===== config.mk =====
export PLATFORM = sky130hd
export DESIGN_NAME = sliding_window_max
export DESIGN_NICKNAME = d
export VERILOG_FILES = /design/src/design/swm_pkg.sv /design/src/design/swm_ctrl.sv /design/src/design/swm_datapath.sv /design/src/design/sliding_window_max.sv
export VERILOG_INCLUDE_DIRS = /design/src /design/src/design
export SDC_FILE = /design/constraint.sdc
export NUM_CORES = 2
export LEC_CHECK = 0
export BUFFER_PORTS_ARGS = -buffer_cell sky130_fd_sc_hd__buf_2
export CAP_MARGIN = 5
export CORE_AREA = 4 4 419 421
export CTS_BUF_LIST = sky130_fd_sc_hd__clkbuf_8
export DETAILED_ROUTE_END_ITERATION = 7
export DIE_AREA = 0 0 423 425
export GPL_ROUTABILITY_DRIVEN = 0
export PLACE_DENSITY = 0.81
export SETUP_SLACK_MARGIN = 0.15
export SLEW_MARGIN = 20
export SYNTH_ARGS = -nofsm -noshare
export SYNTH_HDL_FRONTEND = slang
export SYNTH_SLANG_ARGS = --single-unit

===== constraint.sdc =====
create_clock -name clk -period 7.8 [get_ports clk]
set_input_delay 0.39 -clock clk [delete_from_list [all_inputs] [get_ports clk]]
set_output_delay 0.39 -clock clk [all_outputs]
set_load 0.02 [all_outputs]

===== src/design/sliding_window_max_assert.svh =====
// Assertion macros shared by the sliding window maximum design.
// Each macro samples on the rising edge of clk and is disabled while arst_n is low.
`ifndef SLIDING_WINDOW_MAX_ASSERT_SVH
`define SLIDING_WINDOW_MAX_ASSERT_SVH

// Condition that must hold at every clock edge.
`define SWM_ASSERT_ALWAYS(label, cond, msg) \
	label: assert property (@(posedge clk) disable iff (!arst_n) (cond)) \
		else $error(msg);

// Antecedent implies consequent in the same cycle.
`define SWM_ASSERT_IMPL(label, ante, cons, msg) \
	label: assert property (@(posedge clk) disable iff (!arst_n) (ante) |-> (cons)) \
		else $error(msg);

`endif


===== src/design/swm_pkg.sv =====
`default_nettype none

package swm_pkg;

	localparam int WIN_MAX  = 64;
	localparam int SAMPLE_W = 32;
	localparam int PTR_W    = $clog2(WIN_MAX);
	localparam int POS_W    = PTR_W + 1;
	localparam int WIN_W    = 7;
	localparam int PADDR_W  = 3;

	// Register indexes of the configuration port
	localparam logic REG_WINDOW_SIZE = 1'b0;

	localparam logic [WIN_W-1:0] WINDOW_RESET = 7'd3;

	typedef logic [PTR_W-1:0]           ptr_t;
	typedef logic [POS_W-1:0]           pos_t;
	typedef logic [WIN_W-1:0]           win_t;
	typedef logic signed [SAMPLE_W-1:0] sample_t;

	// One deque entry: value and its position tag
	typedef struct packed {
		pos_t    pos;
		sample_t val;
	} entry_t;

	typedef enum logic [3:0] {
		ST_IDLE  = 4'b0001,
		ST_FRONT = 4'b0010,
		ST_BACK  = 4'b0100,
		ST_HOLD  = 4'b1000
	} state_t;

	// Commands from the controller to the datapath
	typedef struct packed {
		logic accept;
		logic front_pop;
		logic front_keep;
		logic back_pop;
		logic append;
		logic rd_back;
		logic load_direct;
		logic load_held;
	} cmd_t;

	// Status from the datapath to the controller
	typedef struct packed {
		logic count_zero;
		logic front_old;
		logic back_smaller;
		logic emit;
		logic out_free;
	} sts_t;

	// Clamp the programmed window size into 1..WIN_MAX
	function automatic win_t eff_window(input win_t w);
		win_t r;
		r = w;
		if (w == '0) begin
			r = win_t'(1);
		end else if (w > win_t'(WIN_MAX)) begin
			r = win_t'(WIN_MAX);
		end
		return r;
	endfunction

endpackage

`default_nettype wire


===== src/design/swm_ctrl.sv =====
`default_nettype none

module swm_ctrl
	import swm_pkg::*;
(
	input  wire logic clk,
	input  wire logic arst_n,
	input  wire logic in_valid,
	output logic      in_ready,
	input  wire sts_t sts,
	output cmd_t      cmd
);

	state_t state_q, state_d;

	// Sequence one item: age eviction, back pops, append and result hand-off
	always_comb begin
		cmd      = '0;
		state_d  = state_q;
		in_ready = 1'b0;
		case (state_q)
			ST_IDLE: begin
				in_ready = 1'b1;
				if (in_valid) begin
					cmd.accept = 1'b1;
					state_d    = ST_FRONT;
				end
			end
			ST_FRONT: begin
				if (!sts.count_zero && sts.front_old) begin
					cmd.front_pop = 1'b1;
				end else begin
					cmd.front_keep = 1'b1;
					cmd.rd_back    = 1'b1;
					state_d        = ST_BACK;
				end
			end
			ST_BACK: begin
				if (!sts.count_zero && sts.back_smaller) begin
					cmd.back_pop = 1'b1;
					cmd.rd_back  = 1'b1;
				end else begin
					cmd.append = 1'b1;
					if (!sts.emit) begin
						state_d = ST_IDLE;
					end else if (sts.out_free) begin
						cmd.load_direct = 1'b1;
						state_d         = ST_IDLE;
					end else begin
						state_d = ST_HOLD;
					end
				end
			end
			ST_HOLD: begin
				if (sts.out_free) begin
					cmd.load_held = 1'b1;
					state_d       = ST_IDLE;
				end
			end
			default: begin
				state_d = ST_IDLE;
			end
		endcase
	end

	always_ff @(posedge clk or negedge arst_n) begin
		if (!arst_n) begin
			state_q <= ST_IDLE;
		end else begin
			state_q <= state_d;
		end
	end

endmodule

`default_nettype wire


===== src/design/swm_datapath.sv =====
`default_nettype none
`include "sliding_window_max_assert.svh"

module swm_datapath
	import swm_pkg::*;
(
	input  wire logic                clk,
	input  wire logic                arst_n,
	input  wire cmd_t                cmd,
	output sts_t                     sts,
	input  wire logic [SAMPLE_W-1:0] in_sample,
	input  wire logic                in_start,
	input  wire logic                cfg_wr,
	input  wire logic [PADDR_W-1:0]  cfg_addr,
	input  wire logic [31:0]         cfg_wdata,
	output logic [31:0]              cfg_rdata,
	input  wire logic                out_ready,
	output logic                     out_valid,
	output logic [SAMPLE_W-1:0]      out_data
);

	entry_t        mem [WIN_MAX];
	entry_t        rd_q;
	ptr_t          rd_addr;

	win_t          win_q;
	win_t          ews;
	win_t          ews_q;
	ptr_t          head_q, head_d;
	ptr_t          tail_q, tail_d;
	logic [PTR_W:0] count_q, count_d;
	pos_t          position_q;
	pos_t          pos_base;
	pos_t          pos_q;
	win_t          filled_q;
	win_t          fill_base, fill_clamp, fill_next;
	logic          emit_q;
	sample_t       sample_q;
	sample_t       front_q;
	sample_t       res_d, res_q;
	sample_t       out_q;
	logic          out_valid_q;
	pos_t          age;

	// Configuration register
	always_ff @(posedge clk or negedge arst_n) begin
		if (!arst_n) begin
			win_q <= WINDOW_RESET;
		end else if (cfg_wr && (cfg_addr[2] == REG_WINDOW_SIZE)) begin
			win_q <= cfg_wdata[WIN_W-1:0];
		end
	end

	assign cfg_rdata = (cfg_addr[2] == REG_WINDOW_SIZE) ? {{(32-WIN_W){1'b0}}, win_q} : '0;
	assign ews       = eff_window(win_q);

	// Sequence bookkeeping on the incoming transaction
	assign pos_base   = in_start ? '0 : position_q;
	assign fill_base  = in_start ? '0 : filled_q;
	assign fill_clamp = (fill_base > ews) ? ews : fill_base;
	assign fill_next  = (fill_clamp < ews) ? win_t'(fill_clamp + win_t'(1)) : fill_clamp;

	// Next deque pointers
	always_comb begin
		head_d  = head_q;
		tail_d  = tail_q;
		count_d = count_q;
		if (cmd.accept && in_start) begin
			head_d  = '0;
			tail_d  = '0;
			count_d = '0;
		end
		if (cmd.front_pop) begin
			head_d  = ptr_t'(head_q + ptr_t'(1));
			count_d = count_q - (PTR_W+1)'(1);
		end
		if (cmd.back_pop) begin
			tail_d  = ptr_t'(tail_q - ptr_t'(1));
			count_d = count_q - (PTR_W+1)'(1);
		end
		if (cmd.append) begin
			tail_d  = ptr_t'(tail_q + ptr_t'(1));
			count_d = count_q + (PTR_W+1)'(1);
		end
	end

	assign rd_addr = cmd.rd_back ? ptr_t'(tail_d - ptr_t'(1)) : head_d;

	always_ff @(posedge clk or negedge arst_n) begin
		if (!arst_n) begin
			head_q     <= '0;
			tail_q     <= '0;
			count_q    <= '0;
			position_q <= '0;
			filled_q   <= '0;
			emit_q     <= 1'b0;
		end else begin
			head_q  <= head_d;
			tail_q  <= tail_d;
			count_q <= count_d;
			if (cmd.accept) begin
				position_q <= pos_t'(pos_base + pos_t'(1));
				filled_q   <= fill_next;
				emit_q     <= (fill_next >= ews);
			end
		end
	end

	// Hold the item under work
	always_ff @(posedge clk) begin
		if (cmd.accept) begin
			sample_q <= sample_t'(in_sample);
			pos_q    <= pos_base;
			ews_q    <= ews;
		end
	end

	// Deque memory: one write, one registered read
	always_ff @(posedge clk) begin
		if (cmd.append) begin
			mem[tail_q] <= '{pos: pos_q, val: sample_q};
		end
		rd_q <= mem[rd_addr];
	end

	// Compare the entry just read
	assign age              = pos_t'(pos_q - rd_q.pos);
	assign sts.count_zero   = (count_q == '0);
	assign sts.front_old    = (age >= ews_q);
	assign sts.back_smaller = (sample_q > rd_q.val);
	assign sts.emit         = emit_q;
	assign sts.out_free     = !out_valid_q || out_ready;

	// Front survivor and result
	assign res_d = (count_q == '0) ? sample_q : front_q;

	always_ff @(posedge clk) begin
		if (cmd.front_keep) begin
			front_q <= rd_q.val;
		end
		if (cmd.append) begin
			res_q <= res_d;
		end
		if (cmd.load_direct) begin
			out_q <= res_d;
		end else if (cmd.load_held) begin
			out_q <= res_q;
		end
	end

	// Output register valid
	always_ff @(posedge clk or negedge arst_n) begin
		if (!arst_n) begin
			out_valid_q <= 1'b0;
		end else if (cmd.load_direct || cmd.load_held) begin
			out_valid_q <= 1'b1;
		end else if (out_ready) begin
			out_valid_q <= 1'b0;
		end
	end

	assign out_valid = out_valid_q;
	assign out_data  = out_q;

	`SWM_ASSERT_ALWAYS(a_count_bound, count_q <= (PTR_W+1)'(WIN_MAX), "deque count overflow")
	`SWM_ASSERT_ALWAYS(a_count_ptrs, count_q[PTR_W-1:0] == ptr_t'(tail_q - head_q), "count mismatch")
	`SWM_ASSERT_IMPL(a_pop_nonempty, cmd.back_pop || cmd.front_pop, count_q != '0, "pop from empty deque")
	`SWM_ASSERT_IMPL(a_load_free, cmd.load_direct || cmd.load_held, !out_valid_q || out_ready, "output overrun")

endmodule

`default_nettype wire


===== src/design/sliding_window_max.sv =====
// Sliding window maximum over a stream of signed 32-bit samples.
// Input channel s_*: one sample per transaction, s_tuser marks the first sample of a new
// sequence and clears the window. Output channel m_*: one maximum per sample once the
// sequence holds at least window_size samples; earlier samples give no transaction.
// window_size is written over the APB port at byte address 0 (reset 3, clamped to 1..64);
// the user must write it only while the block is idle, which the block itself does not enforce.
// An item passes through the IDLE, FRONT and BACK states, and FRONT or BACK repeats for each
// deque entry dropped from the front (aged out) or from the back (smaller than the new sample).
// Each entry is pushed once and dropped at most once. The pace is set by the single read port
// of the 64-entry deque memory, one entry examined per cycle; no new sample is taken until IDLE.
// The result appears in m_tdata at the clock edge that completes the item; when nothing is
// dropped and the output register is free, that is the edge that ends the BACK state.
// Reset clears the deque, the position and fill counts and the output valid flag; the deque
// memory needs no clearing pass.
// When the receiver stalls, the result waits in the output register and the next sample is
// still accepted and worked on; its result waits inside until the register frees, and no
// further sample is taken meanwhile.
`default_nettype none

module sliding_window_max
	import swm_pkg::*;
(
	input  wire logic                clk,
	input  wire logic                arst_n,
	// input stream
	input  wire logic                s_tvalid,
	output logic                     s_tready,
	input  wire logic [SAMPLE_W-1:0] s_tdata,   // [31:0] sample
	input  wire logic                s_tuser,   // [0] start_req
	// output stream
	output logic                     m_tvalid,
	input  wire logic                m_tready,
	output logic [SAMPLE_W-1:0]      m_tdata,   // [31:0] window_max
	// configuration
	input  wire logic                psel,
	input  wire logic                penable,
	input  wire logic                pwrite,
	input  wire logic [PADDR_W-1:0]  paddr,
	input  wire logic [31:0]         pwdata,
	output logic [31:0]              prdata,
	output logic                     pready
);

	cmd_t cmd;
	sts_t sts;
	logic cfg_wr;

	// Write on the access phase of an APB transaction
	assign pready = 1'b1;
	assign cfg_wr = psel && penable && pwrite && pready;

	swm_ctrl u_ctrl (
		.clk      (clk),
		.arst_n   (arst_n),
		.in_valid (s_tvalid),
		.in_ready (s_tready),
		.sts      (sts),
		.cmd      (cmd)
	);

	swm_datapath u_datapath (
		.clk       (clk),
		.arst_n    (arst_n),
		.cmd       (cmd),
		.sts       (sts),
		.in_sample (s_tdata),
		.in_start  (s_tuser),
		.cfg_wr    (cfg_wr),
		.cfg_addr  (paddr),
		.cfg_wdata (pwdata),
		.cfg_rdata (prdata),
		.out_ready (m_tready),
		.out_valid (m_tvalid),
		.out_data  (m_tdata)
	);

endmodule

`default_nettype wire

==> metrics <==
crit-path max cell delay 0.61 ns; post-DP HPWL 165 mm; Logic pwr share 0.463; worst-path fanout max 144; Net Sw Frac 0.417; status finished, final reports clean; Final Net Count 8192; Mapped Cells 7697; Critical Path AT 7.70 ns; core area 171000 um2; maximum clock insertion buffer count 4; WL final 294 mm; synth warn 0; ys async rst share 0.0169; post-cts gate resize count 0; GRT Residual Overflow 0; Vias/cell 6.57; top-count cell post-synth edfxtp_1; CP Cell Sequence ha_1 > nand4_2 > or4_1 > or3_4 > and3_1 > o21ai_2 > mux2i_1 > nor4b_4 > xnor2_4 > o21ai_4 > buf_12 > mux2_2 > o211ai_1 > nand4_1; Setup WS post-layout 0.998 ns; Int Pwr 31.2 mW; distinct cell type count after synthesis 87; Max-Cap Viols 0; die width 423 um; Root Buffer clkbuf_8; Syn Area/Cell 14.4 um2; CTS tree built; initial DRC count 10730; vias in the first global route 68486; post-route ant nets 0; fin crit period 6.80 ns; Rows 152; routed vias 70187; TNS Setup 0 ns; die height 425 um; Slew Viols, Final 0; Highest Clock Rate 147 MHz; Crit Path Class flop to flop; number of H-tree levels 5; Area Overhead vs Synth 11.5%; worst-margin pin slew 1.25 ns; Slowest cell on crit path o211ai_1; Skew-Pair Late Insertion Delay 1.11 ns; Finished Core Util 0.722; share of cells above drive strength 1 0.139; largest net degree at the start of global routing 169; Crit. Startpoint u_datapath.sample_q[31]; Ports 142; period utilization 0.872; post-synth top area share 0.714; Post-synth EDFFs 2638; Leak 43.6 nW; sequential power share 0.328; # hold bufs at CTS 72; first-pass GRT wire length 428 mm; Seq/Total Area, Yosys 0.731; Most used DFF post-synth edfxtp_1; Pre-antenna DRT Iters 7; Psw 22.3 mW; overall routing resource usage 0.321; Synth Cell Area 111000 um2; CTS clk-pin slew, worst paths 0.06 ns; DR DRC count 0; Starting Density 0.647; hold_sp s_tdata[16]; worst path required time 8.69 ns; Seq cells post-synth 2723; relative slew slack 0.167; Clk pwr share 0.209; initial antenna violation count 24; Reg-to-Reg Start u_datapath.sample_q[31]; RSZ-0062 raised after global routing no; Synth top cells by count edfxtp_1 (2638), nand2_1 (1912), and3_1 (472); drt wl/cell 27.5 um; startpoint types flop; PortBufs 88; top cells by area, synth edfxtp_1 (71%), nand2_1 (6.5%), mux2i_1 (3.5%); Final Hold Viols 0; largest area contributor in the netlist edfxtp_1; Hold Slack 0.0835 ns; Post-CTS Setup Inserts 0; clock skew 0.110 ns; CP Capture Type flop; clock sink total 2723; full die area 180000 um2; Placement Setup Slack 1.24 ns; Hold Crit Class input port to flop; Pwr Density 432 nW/um2; Setup-failing EPs final 0; clock buffer count from CTS 425; worst vdd ir 830 uV
==> path summary, 6_finish.rpt <==
path	endpoint	slack, ns	cells past startpoint
min reg2reg	u_datapath.front_q[30]	0.43	0
max reg2reg	u_datapath.rd_q[16]	1.0	14
min	u_datapath.sample_q[16]	0.08	2
min in group asynchronous	u_datapath.count_q[6]	0.53	4
max in group asynchronous	u_datapath.filled_q[2]	6.73	4
max	u_datapath.rd_q[16]	1.0	14
==> critical path, delay by kind of cell, from the launching register on <==
family | cells | cell delay [ns]
mux | 2 | 0.86
flops | 1 | 0.55
simple gates | 6 | 2.16
fa+ha+maj | 1 | 0.51
buf+inv | 1 | 0.58
xor+xnor | 1 | 0.19
compound gates | 3 | 1.42
==> state kept, by name, indices dropped and copies added (netlist names), 7 cells and up <==
register               count
u_datapath.filled_q        7
u_datapath.front_q        32
u_datapath.win_q           7
u_datapath.pos_q           7
u_datapath.mem          2496
u_datapath.count_q         7
u_datapath.ews_q           7
u_datapath.out_data       32
u_datapath.rd_q           39
u_datapath.res_q          32
u_datapath.sample_q       32
u_datapath.position_q      7
==> layout make-up <==
class                   count  area [um2]
multi-input cells        4378       27800
flip-flops and latches   2723       81200
diodes                     20        50.0
inverters                  80         300
clock inverters           282        1460
well taps                2310        2890
clock buffers             463        6370
repair buffers            434        3670
fillers                 10056       47700
==> metrics by stage <==
stage | area (um2) | cells | total power, mW
after floorplan | 111000 | 7721 | 33.5
after global placement | 115000 | 9853 | 40.9
after detailed placement | 115000 | 9853 | 41.6
after CTS | 124000 | 10670 | 52.8
after global routing | 124000 | 10673 | 55.7
final | 124000 | 10690 | 53.5
==> routing by layer <==
metal,GRT usage,up-vias,part of all wire
li1,-,29778,-
met1,0.426,34346,0.35
met2,0.501,5210,0.47
met3,0.0945,843,0.14
met4,0.135,10,0.039
met5,0,-,0.00022
==> cell usage in the layout (no fill, tap or decap), types with 12 or more instances in the layout <==
master         synthesis  final
a21oi_1              114    114
a311o_1               77     77
a31oi_1              158    158
and3_1               472    471
buf_12                 0     36
buf_2                165     88
buf_4                 46    238
bufinv_16              0     12
clkbuf_8               0    463
clkinv_1               1     76
clkinv_2               0     42
conb_1                 2     26
dfrtp_1               43     43
dfxtp_1               39     39
diode_2                0     20
dlygate4sd3_1          0     72
edfxtp_1            2638   2638
ha_1                  74     74
inv_1                 76    221
mux2_1                38     38
mux2_2                89     89
mux2i_1              391    391
mux4_2                78     78
nand2_1             1912   1912
nand3_1              112    109
nand4_1               53     53
nor2_1                91     24
nor2_4                 0     67
nor2b_1               30     27
nor3_1                22     22
o2111ai_1             78     78
o211ai_1             237    237
o21ai_0               64     64
o311ai_0             114    114
==> power by group through the flow <==
stage          Sequential, mW  Combinational, mW  Clock, mW
2_1_floorplan            17.8               15.6          0
3_3_place_gp             17.8               23.1          0
3_5_place_dp             17.8               23.9          0
4_1_cts                  17.5               24.1       11.2
5_1_grt                  17.5               26.2       12.0
6_report                 17.5               24.7       11.2
==> cells by family (layout without fill, tap and decap cells) <==
| logic type | Yosys count | after routing | share of synthesized area |
|---|---|---|---|
| simple gates | 2750 | 2750 | 0.109 |
| flops | 2723 | 2723 | 0.731 |
| compound gates | 916 | 916 | 0.0609 |
| buf+inv | 620 | 1259 | 0.0244 |
| mux | 596 | 596 | 0.0640 |
| fa+ha+maj | 75 | 75 | 0.00853 |
| xor+xnor | 15 | 15 | 0.00125 |
| other cells | 2 | 46 | 0.0000677 |
Power figures use the tool's default switching activity.
